$ cat config.mk
export PLATFORM = sky130hd
export DESIGN_NAME = ppm_decoder_median_filter_core_flat
export DESIGN_NICKNAME = d
export VERILOG_FILES = /design/src/ppm_pkg.sv /design/src/ppm_item_if.sv /design/src/ppm_result_if.sv /design/src/ppm_cfg_if.sv /design/src/ppm_ram.sv /design/src/ppm_cfg.sv /design/src/ppm_upd.sv /design/src/ppm_decoder_median_filter_core.sv /design/src/flat_wrapper.sv
export SDC_FILE = /design/constraint.sdc
export NUM_CORES = 2
export LEC_CHECK = 0
export ABC_AREA = 1
export BUFFER_PORTS_ARGS = -buffer_cell sky130_fd_sc_hd__buf_2
export CORE_MARGIN = 4
export CORE_UTILIZATION = 50
export DETAILED_ROUTE_END_ITERATION = 8
export HOLD_SLACK_MARGIN = 0.15
export PLACE_DENSITY = 0.7
export SYNTH_ARGS = -nofsm -noshare
export SYNTH_HDL_FRONTEND = slang
export SYNTH_SLANG_ARGS = --single-unit
export TNS_END_PERCENT = 1
$ cat constraint.sdc
create_clock -name clk -period 11.7 [get_ports clk]
set_input_delay 2.34 -clock clk [delete_from_list [all_inputs] [get_ports clk]]
set_output_delay 2.34 -clock clk [all_outputs]
set_load 0.005 [all_outputs]
$ cat src/ppm_pkg.sv
// Shared types, constants and helper functions of the PPM decoder.
`default_nettype none

package ppm_pkg;

  // Register reset values
  localparam logic [15:0] SYNC_MIN_RST  = 16'd3000;
  localparam logic [15:0] PULSE_MIN_RST = 16'd900;
  localparam logic [15:0] PULSE_MAX_RST = 16'd2100;
  localparam logic [31:0] TIMEOUT_RST   = 32'd100000;

  // Channel value after reset
  localparam logic [15:0] VALUE_RST     = 16'd1500;
  localparam logic [15:0] VALUE_RST_LOW = 16'd1000;

  // Sample ring
  localparam int         RING_DEPTH = 3;
  localparam logic [1:0] RING_LAST  = 2'(RING_DEPTH - 1);

  // Register indexes
  localparam logic [7:0] REG_SYNC_MIN  = 8'd0;
  localparam logic [7:0] REG_PULSE_MIN = 8'd1;
  localparam logic [7:0] REG_PULSE_MAX = 8'd2;
  localparam logic [7:0] REG_TIMEOUT   = 8'd3;

  // Item commands
  localparam logic CMD_EDGE = 1'b0;
  localparam logic CMD_READ = 1'b1;

  // Per-channel record held in the channel RAM
  typedef struct packed {
    logic [RING_DEPTH-1:0][15:0] samp;
    logic [1:0]                  pos;
    logic [15:0]                 value;
  } rec_t;

  localparam int REC_W = $bits(rec_t);

  // Configuration registers
  typedef struct packed {
    logic [15:0] sync_min;
    logic [15:0] pulse_min;
    logic [15:0] pulse_max;
    logic [31:0] timeout;
  } cfg_t;

  // Item state carried from the accept stage to the update stage
  typedef struct packed {
    logic        is_read;
    logic        in_range;
    logic        update;
    logic        sync_seen;
    logic        connected;
    logic        rec_valid;
    logic [7:0]  slot;
    logic [15:0] gap;
  } stage_t;

  // Result item
  typedef struct packed {
    logic [15:0] value;
    logic [7:0]  slot;
    logic        updated;
    logic        sync_seen;
    logic        connected;
  } res_t;

  // Median of three
  function automatic logic [15:0] mid3(input logic [15:0] x, input logic [15:0] y,
                                       input logic [15:0] z);
    logic [15:0] m;
    if (x > y) begin
      if (y > z) m = y;
      else m = (x > z) ? z : x;
    end else begin
      if (x > z) m = x;
      else m = (y > z) ? z : y;
    end
    return m;
  endfunction

  // Channel value after reset: channels 2, 4 and 5 start low
  function automatic logic [15:0] rst_value(input logic [7:0] ch);
    logic [15:0] v;
    if (ch == 8'd2 || ch == 8'd4 || ch == 8'd5) v = VALUE_RST_LOW;
    else v = VALUE_RST;
    return v;
  endfunction

endpackage

`default_nettype wire

$ cat src/ppm_item_if.sv
// Input item channel: edge event or read request.
`default_nettype none

interface ppm_item_if;
  logic        valid;
  logic        ready;
  logic        cmd;
  logic [31:0] time_us;
  logic [7:0]  chan_sel;

  modport source (output valid, cmd, time_us, chan_sel, input ready);
  modport sink   (input valid, cmd, time_us, chan_sel, output ready);
endinterface

`default_nettype wire

$ cat src/ppm_result_if.sv
// Result item channel.
`default_nettype none

interface ppm_result_if;
  logic        valid;
  logic        ready;
  logic [15:0] value;
  logic [7:0]  slot;
  logic        updated;
  logic        sync_seen;
  logic        connected;

  modport source (output valid, value, slot, updated, sync_seen, connected, input ready);
  modport sink   (input valid, value, slot, updated, sync_seen, connected, output ready);
endinterface

`default_nettype wire

$ cat src/ppm_cfg_if.sv
// Configuration write channel.
`default_nettype none

interface ppm_cfg_if;
  logic        valid;
  logic        ready;
  logic [7:0]  index;
  logic [31:0] data;

  modport source (output valid, index, data, input ready);
  modport sink   (input valid, index, data, output ready);
endinterface

`default_nettype wire

$ cat src/ppm_ram.sv
// Generic single-write, single-read RAM with registered read data.
`default_nettype none

module ppm_ram #(
  parameter int WIDTH = 8,
  parameter int DEPTH = 8
) (
  input  wire logic                     clk,
  input  wire logic                     we,
  input  wire logic [$clog2(DEPTH)-1:0] waddr,
  input  wire logic [WIDTH-1:0]         wdata,
  input  wire logic                     re,
  input  wire logic [$clog2(DEPTH)-1:0] raddr,
  output logic      [WIDTH-1:0]         rdata
);

  logic [WIDTH-1:0] mem [DEPTH];

  always_ff @(posedge clk) begin
    if (we) mem[waddr] <= wdata;
  end

  always_ff @(posedge clk) begin
    if (re) rdata <= mem[raddr];
  end

endmodule

`default_nettype wire

$ cat src/ppm_cfg.sv
// Configuration registers of the PPM decoder.
`default_nettype none

module ppm_cfg (
  input  wire logic    clk,
  input  wire logic    rst,
  ppm_cfg_if.sink      cfg,
  output ppm_pkg::cfg_t regs
);

  assign cfg.ready = 1'b1;

  // Register writes; unknown indexes are ignored
  always_ff @(posedge clk) begin
    if (rst) begin
      regs.sync_min  <= ppm_pkg::SYNC_MIN_RST;
      regs.pulse_min <= ppm_pkg::PULSE_MIN_RST;
      regs.pulse_max <= ppm_pkg::PULSE_MAX_RST;
      regs.timeout   <= ppm_pkg::TIMEOUT_RST;
    end else if (cfg.valid) begin
      case (cfg.index)
        ppm_pkg::REG_SYNC_MIN:  regs.sync_min  <= cfg.data[15:0];
        ppm_pkg::REG_PULSE_MIN: regs.pulse_min <= cfg.data[15:0];
        ppm_pkg::REG_PULSE_MAX: regs.pulse_max <= cfg.data[15:0];
        ppm_pkg::REG_TIMEOUT:   regs.timeout   <= cfg.data;
        default: ;
      endcase
    end
  end

endmodule

`default_nettype wire

$ cat src/ppm_upd.sv
// Channel record update: ring write, median of three and result build.
`default_nettype none

module ppm_upd (
  input  wire ppm_pkg::stage_t st,
  input  wire ppm_pkg::rec_t   rd_rec,
  input  wire logic            fwd_hit,
  input  wire ppm_pkg::rec_t   fwd_rec,
  output ppm_pkg::rec_t        new_rec,
  output ppm_pkg::res_t        res
);

  ppm_pkg::rec_t cur;
  logic [1:0]    pos;

  // Current record: forwarded write, stored entry or reset contents
  always_comb begin
    if (fwd_hit) begin
      cur = fwd_rec;
    end else if (st.rec_valid) begin
      cur = rd_rec;
    end else begin
      cur       = '0;
      cur.value = ppm_pkg::rst_value(st.slot);
    end
  end

  // Ring write and new median
  always_comb begin
    pos     = (cur.pos > ppm_pkg::RING_LAST) ? 2'd0 : cur.pos;
    new_rec = cur;
    for (int k = 0; k < ppm_pkg::RING_DEPTH; k++) begin
      if (pos == 2'(k)) new_rec.samp[k] = st.gap;
    end
    new_rec.pos   = (pos == ppm_pkg::RING_LAST) ? 2'd0 : pos + 2'd1;
    new_rec.value = ppm_pkg::mid3(new_rec.samp[0], new_rec.samp[1], new_rec.samp[2]);
  end

  // Result item
  always_comb begin
    if (st.update) res.value = new_rec.value;
    else if (st.is_read && st.in_range) res.value = cur.value;
    else res.value = 16'd0;
    res.slot      = st.slot;
    res.updated   = st.update;
    res.sync_seen = st.sync_seen;
    res.connected = st.connected;
  end

endmodule

`default_nettype wire

$ cat src/ppm_decoder_median_filter_core.sv
// Top level of the PPM decoder with per-channel three-sample median filter.
`default_nettype none

// PPM decoder. Each item is a rising edge (cmd 0, timestamp in microseconds) or a
// read of one channel (cmd 1). It takes one item per clock cycle while the result
// channel is not stalled and returns a result for each, through the update stage
// register and the output register. Edge timing, the channel counter and the link
// flag are worked out at acceptance; the per-channel record (three samples, ring
// position and filtered value) sits in one RAM, read at acceptance and written
// back from the update stage, with a forwarding register covering a read of the
// entry that is being written in the same cycle. The RAM needs no clearing pass:
// a valid bit per channel, cleared by reset, makes an unwritten entry read as its
// reset contents. A waiting result blocks intake only if the update stage is full.
module ppm_decoder_median_filter_core #(
  parameter int CHANNELS = 8
) (
  input  wire logic      clk,
  input  wire logic      rst,
  ppm_item_if.sink       items,
  ppm_result_if.source   results,
  ppm_cfg_if.sink        cfg
);

  localparam int AW = $clog2(CHANNELS);
  localparam int CW = $clog2(CHANNELS + 1);

  ppm_pkg::cfg_t   regs;
  ppm_pkg::stage_t st_next;
  ppm_pkg::stage_t st;
  ppm_pkg::rec_t   rd_rec;
  ppm_pkg::rec_t   new_rec;
  ppm_pkg::rec_t   fwd_rec;
  ppm_pkg::res_t   res_next;
  ppm_pkg::res_t   res;

  logic          st_valid;
  logic          out_valid;
  logic          fwd_hit;
  logic          advance;
  logic          in_fire;
  logic          is_edge;
  logic [31:0]   gap;
  logic          is_sync;
  logic          in_win;
  logic          can_fill;
  logic          timed_out;
  logic          in_range;
  logic          update_now;
  logic [AW-1:0] rd_addr;
  logic          wr_en;
  logic [AW-1:0] wr_addr;

  logic [CW-1:0]       next_channel;
  logic [31:0]         last_edge_time;
  logic [31:0]         last_sync_time;
  logic                link_up;
  logic [CHANNELS-1:0] vld;

  ppm_cfg u_cfg (
    .clk  (clk),
    .rst  (rst),
    .cfg  (cfg),
    .regs (regs)
  );

  // Handshake: the update stage moves on whenever the output register is free
  assign advance     = !out_valid || results.ready;
  assign items.ready = !st_valid || advance;
  assign in_fire     = items.valid && items.ready;

  // Edge classification and link timeout
  assign is_edge    = (items.cmd == ppm_pkg::CMD_EDGE);
  assign gap        = items.time_us - last_edge_time;
  assign is_sync    = gap > {16'd0, regs.sync_min};
  assign in_win     = (gap >= {16'd0, regs.pulse_min}) && (gap <= {16'd0, regs.pulse_max});
  assign can_fill   = next_channel < CW'(CHANNELS);
  assign timed_out  = (items.time_us - last_sync_time) > regs.timeout;
  assign in_range   = items.chan_sel < 8'(CHANNELS);
  assign update_now = is_edge && !is_sync && in_win && can_fill;
  assign rd_addr    = is_edge ? next_channel[AW-1:0] : items.chan_sel[AW-1:0];

  // Item state for the update stage
  always_comb begin
    st_next.is_read   = !is_edge;
    st_next.in_range  = in_range;
    st_next.update    = update_now;
    st_next.sync_seen = is_edge && is_sync;
    st_next.rec_valid = vld[rd_addr];
    st_next.gap       = gap[15:0];
    if (is_edge) begin
      st_next.connected = is_sync ? 1'b1 : link_up;
      st_next.slot      = update_now ? 8'(next_channel) : 8'd0;
    end else begin
      st_next.connected = link_up && !timed_out;
      st_next.slot      = items.chan_sel;
    end
  end

  // Frame timing, channel counter and link flag
  always_ff @(posedge clk) begin
    if (rst) begin
      next_channel   <= '0;
      last_edge_time <= '0;
      last_sync_time <= '0;
      link_up        <= 1'b0;
    end else if (in_fire) begin
      if (is_edge) begin
        last_edge_time <= items.time_us;
        if (is_sync) begin
          next_channel   <= '0;
          link_up        <= 1'b1;
          last_sync_time <= items.time_us;
        end else if (update_now) begin
          next_channel <= next_channel + CW'(1);
        end
      end else if (timed_out) begin
        link_up <= 1'b0;
      end
    end
  end

  // Channel record RAM
  assign wr_en   = st_valid && advance && st.update;
  assign wr_addr = st.slot[AW-1:0];

  ppm_ram #(
    .WIDTH (ppm_pkg::REC_W),
    .DEPTH (CHANNELS)
  ) u_ram (
    .clk   (clk),
    .we    (wr_en),
    .waddr (wr_addr),
    .wdata (new_rec),
    .re    (in_fire),
    .raddr (rd_addr),
    .rdata (rd_rec)
  );

  // Entry valid bits
  always_ff @(posedge clk) begin
    if (rst) begin
      vld <= '0;
    end else if (wr_en) begin
      vld[wr_addr] <= 1'b1;
    end
  end

  // Update stage register and write forwarding
  always_ff @(posedge clk) begin
    if (rst) begin
      st_valid <= 1'b0;
    end else if (in_fire) begin
      st_valid <= 1'b1;
    end else if (advance) begin
      st_valid <= 1'b0;
    end
  end

  always_ff @(posedge clk) begin
    if (in_fire) begin
      st      <= st_next;
      fwd_hit <= wr_en && (wr_addr == rd_addr);
      fwd_rec <= new_rec;
    end
  end

  ppm_upd u_upd (
    .st      (st),
    .rd_rec  (rd_rec),
    .fwd_hit (fwd_hit),
    .fwd_rec (fwd_rec),
    .new_rec (new_rec),
    .res     (res_next)
  );

  // Output register
  always_ff @(posedge clk) begin
    if (rst) begin
      out_valid <= 1'b0;
    end else if (advance) begin
      out_valid <= st_valid;
    end
  end

  always_ff @(posedge clk) begin
    if (advance && st_valid) res <= res_next;
  end

  assign results.valid     = out_valid;
  assign results.value     = res.value;
  assign results.slot      = res.slot;
  assign results.updated   = res.updated;
  assign results.sync_seen = res.sync_seen;
  assign results.connected = res.connected;

endmodule

`default_nettype wire

$ cat src/flat_wrapper.sv
// flat-port wrapper written by rule: the top's interface ports become plain ports
module ppm_decoder_median_filter_core_flat 
#(
  parameter int CHANNELS = 8
)
  (clk, rst, items_valid, items_cmd, items_time_us, items_chan_sel, items_ready, results_valid, results_value, results_slot, results_updated, results_sync_seen, results_connected, results_ready, cfg_valid, cfg_index, cfg_data, cfg_ready);
  ppm_item_if items_i ();
  ppm_result_if results_i ();
  ppm_cfg_if cfg_i ();
  input  wire logic clk;
  input  wire logic rst;
  input wire logic [$bits(items_i.valid)-1:0] items_valid;
  input wire logic [$bits(items_i.cmd)-1:0] items_cmd;
  input wire logic [$bits(items_i.time_us)-1:0] items_time_us;
  input wire logic [$bits(items_i.chan_sel)-1:0] items_chan_sel;
  output wire logic [$bits(items_i.ready)-1:0] items_ready;
  output wire logic [$bits(results_i.valid)-1:0] results_valid;
  output wire logic [$bits(results_i.value)-1:0] results_value;
  output wire logic [$bits(results_i.slot)-1:0] results_slot;
  output wire logic [$bits(results_i.updated)-1:0] results_updated;
  output wire logic [$bits(results_i.sync_seen)-1:0] results_sync_seen;
  output wire logic [$bits(results_i.connected)-1:0] results_connected;
  input wire logic [$bits(results_i.ready)-1:0] results_ready;
  input wire logic [$bits(cfg_i.valid)-1:0] cfg_valid;
  input wire logic [$bits(cfg_i.index)-1:0] cfg_index;
  input wire logic [$bits(cfg_i.data)-1:0] cfg_data;
  output wire logic [$bits(cfg_i.ready)-1:0] cfg_ready;
  assign items_i.valid = items_valid;
  assign items_i.cmd = items_cmd;
  assign items_i.time_us = items_time_us;
  assign items_i.chan_sel = items_chan_sel;
  assign items_ready = items_i.ready;
  assign results_valid = results_i.valid;
  assign results_value = results_i.value;
  assign results_slot = results_i.slot;
  assign results_updated = results_i.updated;
  assign results_sync_seen = results_i.sync_seen;
  assign results_connected = results_i.connected;
  assign results_i.ready = results_ready;
  assign cfg_i.valid = cfg_valid;
  assign cfg_i.index = cfg_index;
  assign cfg_i.data = cfg_data;
  assign cfg_ready = cfg_i.ready;
  ppm_decoder_median_filter_core #(.CHANNELS(CHANNELS)) u_core (.clk(clk), .rst(rst), .items(items_i), .results(results_i), .cfg(cfg_i));
endmodule
==> run_results.csv <==
group,metric,value,unit
outcome,status,"complete, no violations",
drt,met1_length,45600,um
die,die-area,88200,sq um
timing,timing.fmax,0.144,GHz
synthesis,async_flop_share,0,
finish,n_fill_cell,7166,
grt,track_usage,0.242,
die,core_area,82500,sq um
grt,grt_pass1_vias,29300,
die,die_w,297,um
timing,finalMaxSlewViolations,0,
setup_path,start_kind,"register",
clocking,cts_max_level,3,
place,place_congestion,0.957,
clocking,insertion_delay,0.66,ns
clocking,clock_sinks,877,
clocking,cts_tree,"yes",
drt,drt-pass1-iter-count,6,
synthesis,synth_adder_area_share,0.0588,
drt,ant_nets,0,
timing,min_period,6.97,ns
drt,via_count,30800,
grt,antenna_found_initial,5,
synthesis,synth_compound_area_frac,0.131,
power,p_per_area,179,nW/um^2
synthesis,ys_ff_latch,877,
setup_path,path_max_fanout,33,
clocking,cts_made_buffers,89,
finish,drive_above_1_share,0.0733,
finish,fin_cells,5463,
min_path,hp-class,"register to register",
synthesis,synthXorXnorAreaFrac,0.0101,
power,fin_total_pwr,0.00827,W
finish,regArea,24700,sq um
synthesis,synth_fp_nets,4551,
finish,multi_input_area,14700,sq um
synthesis,synth_edf_count,718,
finish,post-route-cell-area,46200,sq um
timing,worstMarginPinSlew,1.23,ns
timing,clock_skew,0.0288,ns
timing,finalHoldViolCount,0,
synthesis,synth_cell_types,51,
clocking,cts_hold_buf,0,
clocking,post_cts_buffers,0,
die,ioPinCount,116,
drt,viasPerCell,5.64,
synthesis,yosysWarnings,0,
grt,overflow,0,
clocking,clockBufferDepth,3,
finish,syn_to_final_growth,10.6,%
die,die_h,297,um
setup_path,reg2reg_depth,18,
place,dp_cells,5300,
grt,grt_pass1_wl,169000,um
die,rows,105,
power,p_leak,18.4,nW
place,io_buffers,114,
timing,setup_violations,0,
drt,dr_wl_met3,6730,um
drt,drc,0,
grt,grt_max_degree,115,
synthesis,syn_avg_cell_area,9.78,sq um
drt,drt_wl_total,109000,um
min_path,hold-path-cell-count,0,
die,initial_core_util,0.506,
setup_path,arrival,7.33,ns
timing,min_period_over_period,0.596,
setup_path,critPathKind,"register to register",
synthesis,ys_seq_area_frac,0.592,
min_path,min-delay-start,"u_core.st[25]",
drt,routed.top_layer,"met5",
synthesis,synth_mux_area_frac,0,
clocking,ctsResizeCount,0,
min_path,worstHoldEndpoint,"u_core.results.connected",
place,dp_hpwl,70200,um
setup_path,r2r_slack,4.73,ns
synthesis,synth_cells,4270,
setup_path,crit_path_end_kind,"register",
clocking,path_clk_slew,0.06,ns
place,dpl_cell_area,43300,sq um
flow_run,cap_violations,0,
drt,post_drt_wl_per_cell,20.0,um
setup_path,required,12.06,ns
synthesis,synth_top_family_by_area,"simple AND/OR/NAND/NOR gates",
clocking,cts-root-buf,"clkbuf_16",
finish,fin_nets,4602,
finish,post-route-util,0.560,
drt,wl_met2,51800,um
timing,relSlewSlack,0.178,
synthesis,netlist_area,41800,sq um
setup_path,rr_startpoint,"u_core.fwd_hit",
synthesis,synthSimpleGateAreaFrac,0.149,
timing,fin_tns_setup,0,ns
setup_path,rr_endpoint,"u_core.u_ram.mem[2][2]",
power,vdd_ir_drop_max,0.117,mV
synthesis,synthFlopType,"edfxtp_1",
finish,layout_common_cells,"edfxtp_1 (718), nand2_1 (707), nor2_1 (540), inv_1 (428), o21ai_0 (412)",
timing,rsz0062_at_grt,"false",
finish,final_common_cell,"edfxtp_1",
drt,drtIter0Drc,3022,
-- per-stage QoR --
step           setup slack [ns]  hold slack, ns
6_report                   4.73           0.426
5_1_grt                    4.24           0.442
4_1_cts                    4.88           0.425
3_5_place_dp               4.58           0.411
3_3_place_gp               4.65           0.406
2_1_floorplan              1.34           0.400
-- sequential cells by signal, indices dropped and copies added (netlist names), 4 cells and up --
signal                 flops
u_core.u_ram.mem         528
u_core.u_cfg.regs         80
u_core.fwd_rec            66
u_core.u_ram.rdata        66
u_core.last_edge_time     32
u_core.last_sync_time     32
u_core.st                 30
u_core.results.value      16
u_core.results.slot        8
u_core.vld                 8
u_core.next_channel        4
-- critical path, stage by stage (launching register included) --
cell	delay, ns
edfxtp_1	0.38
nor2_1	0.75
a22oi_1	0.22
ha_1	0.51
inv_1	0.11
buf_4	0.33
nand2_1	0.10
o22ai_1	0.18
inv_1	0.23
ha_1	0.37
nand2_1	0.09
nor4_1	0.47
nand2_1	0.48
nand2_1	1.07
inv_1	0.65
nand2_1	0.17
nand3_1	0.26
nand2_1	0.16
inv_1	0.13
-- routing by layer --
metal / global-route usage / vias to the layer above
met5: 0 / -
met4: 0.0984 / 2
li1: - / 14900
met1: 0.322 / 14700
met3: 0.0314 / 241
met2: 0.404 / 1029
-- power breakdown --
part	switching, W	internal, W	leakage, nW
sequential	0.0000563	0.00374	7.92
clock	0.00119	0.00162	1.40
combinational	0.00121	0.000449	9.05
-- kinds of logic after synthesis --
logic type,count (synthesis)
simple gates,1537
buf+inv,639
flops,877
fa+ha+maj,195
xor+xnor,48
compound gates,973
other cells,1
-- how the worst max path moves through the flow --
stage / from / to / slack (ns)
after global routing: u_core.fwd_hit / u_core.u_ram.mem[4][2] / 4.24
after floorplan: results_ready / u_core.u_ram.mem[0][0] / 1.34
after detailed placement: items_time_us[6] / u_core.last_sync_time[6] / 4.58
after global placement: items_time_us[5] / u_core.next_channel[0] / 4.65
after CTS: u_core.fwd_hit / u_core.u_ram.mem[2][2] / 4.88
final: u_core.fwd_hit / u_core.u_ram.mem[2][2] / 4.73
-- cell usage after synthesis, types with 72 or more instances --
master    number  share of area
edfxtp_1     718           0.52
dfxtp_1      159          0.076
inv_1        430          0.039
a31oi_1       72          0.011
nand2_1      710          0.064
o22ai_1      116          0.017
ha_1         193          0.058
nor2_1       544          0.049
nand3_1      201          0.024
o21ai_0      412          0.049
clkbuf_1     180          0.016
a21oi_1      219          0.026
-- area by class of cell --
| cell class | instances | share of cell area |
|---|---|---|
| Clock buffer | 127 | 0.0530 |
| Inverter | 443 | 0.0362 |
| Antenna cell | 1 | 0.0000542 |
| Clock inverter | 35 | 0.00945 |
| Timing Repair Buffer | 156 | 0.0192 |
| Multi-Input combinational cell | 2754 | 0.317 |
| Sequential cell | 877 | 0.536 |
| Tap cell | 1070 | 0.0290 |
No activity file was read; power rests on OpenSTA's default activity.
